File: config.mk
export PLATFORM = sky130hd
export DESIGN_NAME = rpr_conv
export DESIGN_NICKNAME = d
export VERILOG_FILES = /design/src/sv/rpr_pkg.sv /design/src/sv/rpr_conv.sv
export SDC_FILE = /design/constraint.sdc
export NUM_CORES = 1
export LEC_CHECK = 0
export BUFFER_PORTS_ARGS = -buffer_cell sky130_fd_sc_hd__clkbuf_2
export CAP_MARGIN = 20
export CORE_AREA = 5 5 119 121
export DETAILED_ROUTE_END_ITERATION = 6
export DIE_AREA = 0 0 124 126
export GPL_TIMING_DRIVEN = 0
export PLACE_DENSITY = 0.88
export SKIP_CTS_REPAIR_TIMING = 1
export SLEW_MARGIN = 20
export SYNTH_ARGS = -nofsm -noshare
export SYNTH_HDL_FRONTEND = slang
export SYNTH_SLANG_ARGS = --single-unit
File: constraint.sdc
create_clock -name clk -period 4.7 [get_ports clk]
set_input_delay 0.705 -clock clk [delete_from_list [all_inputs] [get_ports clk]]
set_output_delay 0.705 -clock clk [all_outputs]
set_load 0.005 [all_outputs]
File: src/sv/rpr_pkg.sv
`default_nettype none

package rpr_pkg;

    // input action codes
    localparam logic [2:0] ACT_READ_BYTE  = 3'd0;
    localparam logic [2:0] ACT_READ_WORD  = 3'd1;
    localparam logic [2:0] ACT_WRITE_BYTE = 3'd2;
    localparam logic [2:0] ACT_WRITE_WORD = 3'd3;
    localparam logic [2:0] ACT_TICK       = 3'd4;
    localparam logic [2:0] ACT_LOOKUP     = 3'd5;

    // configuration register indexes
    localparam logic [1:0] CFG_RED_MASK   = 2'd0;
    localparam logic [1:0] CFG_GREEN_MASK = 2'd1;
    localparam logic [1:0] CFG_BLUE_MASK  = 2'd2;

    localparam logic [31:0] RED_MASK_RST   = 32'hFF00_0000;
    localparam logic [31:0] GREEN_MASK_RST = 32'h00FF_0000;
    localparam logic [31:0] BLUE_MASK_RST  = 32'h0000_FF00;

    // bus decode
    localparam logic [23:0] HIGH_LIMIT   = 24'hE8_2400;
    localparam logic [3:0]  CONTRAST_RST = 4'd15;
    localparam logic [3:0]  CONTRAST_MAX = 4'd15;

    // divide by fifteen: q = (p * DIV15_MUL) >> DIV15_SHIFT, exact for p < 74898
    localparam logic [15:0] DIV15_MUL   = 16'd34953;
    localparam int          DIV15_SHIFT = 19;

    // stream widths
    localparam int S_TDATA_W = 56;
    localparam int S_TUSER_W = 3;
    localparam int M_TDATA_W = 56;

    // color converter control
    typedef struct packed {
        logic load;     // capture entry and contrast, form products
        logic step;     // divide products by fifteen
    } conv_ctrl_t;

endpackage

`default_nettype wire

File: src/sv/rpr_conv.sv
`default_nettype none

module rpr_conv (
    input  wire logic               clk,
    input  wire rpr_pkg::conv_ctrl_t ctrl,
    input  wire logic [15:0]        word,
    input  wire logic [3:0]         contrast,
    input  wire logic [31:0]        red_mask,
    input  wire logic [31:0]        green_mask,
    input  wire logic [31:0]        blue_mask,
    output logic      [31:0]        color
);

    import rpr_pkg::*;

    logic        ibit;
    logic [5:0]  ch [3];            // 0 red, 1 green, 2 blue
    logic [11:0] prod_reg [3];
    logic        ibit1_reg;
    logic [27:0] recip [3];
    logic [7:0]  quot_reg [3];
    logic        ibit2_reg;

    // split GGGGG RRRRR BBBBB I into 6-bit channels
    always_comb
    begin
        ibit  = word[0];
        ch[0] = {word[10:6], ibit};
        ch[1] = {word[15:11], ibit};
        ch[2] = {word[5:1], ibit};
    end

    // stage one: channel times four times contrast
    always_ff @(posedge clk)
    begin
        if (ctrl.load)
        begin
            for (int i = 0; i < 3; i++)
            begin
                prod_reg[i] <= {10'(ch[i]) * 10'(contrast), 2'b00};
            end
            ibit1_reg <= ibit;
        end
    end

    // stage two: truncating divide by fifteen via reciprocal
    always_comb
    begin
        for (int i = 0; i < 3; i++)
        begin
            recip[i] = prod_reg[i] * DIV15_MUL;
        end
    end

    always_ff @(posedge clk)
    begin
        if (ctrl.step)
        begin
            for (int i = 0; i < 3; i++)
            begin
                quot_reg[i] <= recip[i][DIV15_SHIFT+7:DIV15_SHIFT];
            end
            ibit2_reg <= ibit1_reg;
        end
    end

    // place channels, apply masks, set low bit from intensity
    assign color = ({quot_reg[0], 24'd0} & red_mask)
                 | ({8'd0, quot_reg[1], 16'd0} & green_mask)
                 | ({16'd0, quot_reg[2], 8'd0} & blue_mask)
                 | {31'd0, ibit2_reg};

endmodule

`default_nettype wire

Word-level counts from Yosys, hierarchy flattened
Memory sizes are Yosys's and may differ from the RTL's.
Cells that the tools add are included.
{"block": "word_totals", "reg_bits": 2, "mem_bits_rw": 54, "inputBits": 119, "output_inout_bits": 32, "elab_cells": 20, "n_memories": 2}
{"memory": "prod_reg", "depth": 3, "word_bits": 10, "rd": 3, "rd_ports_with_merged_regs": 0, "wr": 3, "line_no": "rpr_conv.sv:18", "rtl": "logic [11:0] prod_reg [3];"}
{"memory": "quot_reg", "depth": 3, "word_bits": 8, "rd": 3, "rd_ports_with_merged_regs": 0, "wr": 3, "line_no": "rpr_conv.sv:21", "rtl": "logic [7:0] quot_reg [3];"}
{"block": "op_classes", "multipliers": 6, "n_mux": 4, "bitwise": 6}
{"operator": "12-bit by 16-bit multiplier with 27-bit output, second input constant", "count": 3}
{"operator": "32-bit bitwise OR", "count": 2}
{"operator": "16-bit by 32-bit bitwise AND with 32-bit output", "count": 1}
{"operator": "24-bit by 32-bit bitwise AND with 32-bit output", "count": 1}
{"operator": "32-bit bitwise AND", "count": 1}
{"operator": "32-bit by 1-bit bitwise OR with 32-bit output", "count": 1}
{"operator": "6-bit by 4-bit multiplier with 10-bit output", "count": 3}
{"operator": "1-bit 2-to-1 mux", "count": 4}

Logic depth before layout (Yosys ltp)
An unclocked memory read counts as a cell.
{"block": "depth", "depth_word": 5, "ltp_mapped": 13}

Worst setup path before layout
No wires, ideal clock.
{"block": "synth_timing", "kind": "in2reg", "start": "input contrast[3]", "end": "memory prod_reg[0][19] (netlist name), data pin", "setup_time_ns": 0.266, "arrival_ns": 3.393, "required_ns": 4.434, "path_slack_ns": 1.041, "stages": 11, "path_cell_list": "clkbuf_1 nand2_1 fa_1 fa_1 inv_1 ha_1 a21o_1 a21oi_1 o21ai_1 o41ai_1 xnor2_1"}
{"element": "from (decl)", "line_no": "rpr_conv.sv:7", "rtl": "input wire logic [3:0] contrast,"}
{"element": "to (decl)", "line_no": "rpr_conv.sv:18"}

==> impl_metrics.ini <==
[run]
max-cap-violations = 0

[placed_design]
dp_cells = 919
hpwl_mm = 11.2
gp_congestion = 0.878
place.port_buffers = 71
place_area_sq_um = 7590

[grt]
grt_max_degree = 30
grt_pass1_wl_mm = 23.6
overflow = 0
antenna_found_initial = 0
track_usage = 0.184
grt_pass1_vias = 5398

[power_and_ir_drop]
peakVddDrop_v = 0.000212
p_per_area_nw_per_um2 = 535
seq_power_share = 0.215
switching_share = 0.450
p_leak_nw = 3.99
share_comb_of_total_power = 0.698
internal_power_w = 0.00227
p_sw_w = 0.00186
pwr-share-clk = 0.088

[setup_path]
cp_max_fo = 10
arrival_ns = 3.91
cpMostUsedCell = fa_1
crit_type = input port to flip-flop
crit_buf_inv = 3
required_ns = 4.73
crit_chain = clkbuf_2, clkbuf_1, nand2_1, fa_1, fa_1, inv_1, ha_1, a21o_1, a21oi_1, o21ai_1, o41ai_1, xnor2_1
cpPeakStageDelay_ns = 0.55
path_delay_family = adder cells
start_kind = input port
slowest_stage = fa_1
end_kind = flip-flop

[timing]
max_slew_margin = 0.530
tightestPinTransition_ns = 0.705
finClkSkew_ns = 0.00860
finalSetupViolCount = 0
rsz0062_at_grt = no
tns_ns = 0
timing.final.hold_violations = 0
clock.fmax_mhz = 258
fin_crit_ns = 3.87
slew_violations = 0
period_share = 0.824

[route]
routed_via_density = 5.45
ant_nets = 0
drc = 0
drt_iter0_markers = 197
first_pass_iters = 4
wire_per_inst_microns = 14.7
wl_mm = 13.6
num_vias = 5051

[finish]
largest_reg_flops = 28
final_cell_count_no_fill = 926
final_util = 0.596
antennaDiodeCount = 0
drive_gt1_frac = 0.119
num-nets-final = 1097
syn2layout_area_growth_pct = 10.5
fillers = 1043
finish.instance_area_sq_um = 7730

[yosys]
synth.most_common_cell = ha_1
yosysUniqueCellTypes = 43
syn_avg_cell_area_sq_um = 10.5
synth-edff-count = 54
synth_warnings = 0
synth_flop_cell = edfxtp_1
ys_async_sr_fraction = 0
synth_area_leaders = ha_1 (32%), edfxtp_1 (23%), fa_1 (14%)
ys_ff_latch = 54
syn_area_sq_um = 7000
synth.largest_area_cell = ha_1
ys_top_cells_by_count = ha_1 (180), inv_1 (70), and2_1 (59), nand2_1 (55), edfxtp_1 (54)
seq_area_frac_synth = 0.232
netlist_instances = 666
synth_top_area_share = 0.322

[clock_tree]
clk_latency_ns = 0.30
tritoncts = built
cts.sinks = 54
path_clk_slew_ns = 0.07
root_buffer = clkbuf_16
cts_max_level = 2
clockBufferDepth = 2
numCtsBuffers = 5

[status]
status = complete, no violations

[worst_hold_path]
hp-class = flip-flop to flip-flop

[floorplan]
core_sq_um = 13000
io-pin-count = 151
die_area_sq_um = 15600
num_rows = 42
initial_core_util = 0.539
die_w_microns = 124
fp.dieH_microns = 126
-- cell usage in the layout (no fill, tap or decap), drive strengths merged, types with 2 or more instances in the layout --
master,count
xor2,8
a31oi,7
nor2b,2
nand3,10
a41oi,2
buf,8
nor3,5
a211oi,4
ha,180
a21o,12
fa,48
and2,59
and4,2
clkbuf,81
nor2,21
xnor2,33
conb,7
edfxtp,54
and3,2
inv,70
o21ai,13
nand4,7
o21bai,9
o41ai,4
o211ai,3
a211o,2
nand2,55
a21oi,27
-- power groups by stage --
| stage | logic, W | registers (W) | clock network (W) |
|---|---|---|---|
| 2_1_floorplan | 0.00214 | 0.000861 | 0 |
| 5_1_grt | 0.00330 | 0.000906 | 0.000392 |
| 4_1_cts | 0.00288 | 0.000890 | 0.000367 |
| 6_report | 0.00288 | 0.000888 | 0.000362 |
| 3_3_place_gp | 0.00262 | 0.000895 | 0 |
| 3_5_place_dp | 0.00280 | 0.000897 | 0 |
-- final cells by class --
class / count / area, sq um / area share
Multi-Input combinational cell: 535 / 5050 / 0.654
Sequential cell: 54 / 1620 / 0.210
Timing Repair Buffer: 71 / 355 / 0.0460
Inverter: 71 / 268 / 0.0346
Tap cell: 176 / 220 / 0.0285
Clock buffer: 6 / 129 / 0.0167
Buffer: 12 / 75.1 / 0.00971
Clock inverter: 1 / 7.51 / 0.000971
-- worst paths after layout --
kind / start / end / slack [ns] / cells past startpoint
max: contrast[3] / prod_reg[0][9] / 0.83 / 12
min: ibit1_reg / ibit2_reg / 0.42 / 0
max reg2reg: prod_reg[0][20] / quot_reg[0][15] / 0.89 / 11
min reg2reg: ibit1_reg / ibit2_reg / 0.42 / 0
-- cells by family (layout without fill, tap and decap cells) --
family	count (synthesis)	after routing	synth area share
AOI/OAI and AO/OA	94	94	0.0896
xor gates and xnor gates	41	41	0.0513
adders and majority gates	228	228	0.459
buffers and inverters	83	161	0.0490
DFF	54	54	0.232
other	1	7	0.000536
and+or+nand+nor	165	165	0.118
-- worst reg2reg max path, cell delays in order, from the launching register on --
cell       delay, ns
edfxtp_1        0.60
inv_1           0.37
fa_1            0.64
inv_1           0.05
ha_1            0.30
ha_1            0.22
a2111oi_2       0.27
o21ai_1         0.18
and4_1          0.22
a2111o_1        0.44
a31oi_1         0.22
xnor2_1         0.08
-- metrics by stage --
step	hold slack [ns]	worst slack, ns	power, W
6_report	0.422	0.827	0.00413
5_1_grt	0.438	0.587	0.00460
4_1_cts	0.425	0.829	0.00414
3_5_place_dp	0.408	0.520	0.00369
3_3_place_gp	0.402	0.567	0.00352
2_1_floorplan	0.400	1.04	0.00300
-- layer usage --
metal	GRT usage	vias to the layer above	wire [microns]
met2	0.318	121	6760
met4	0.0657	0	329
met1	0.234	2400	5950
met5	0	-	0
met3	0.0269	29	561
li1	-	2501	-
Power figures use the tool's default switching activity.
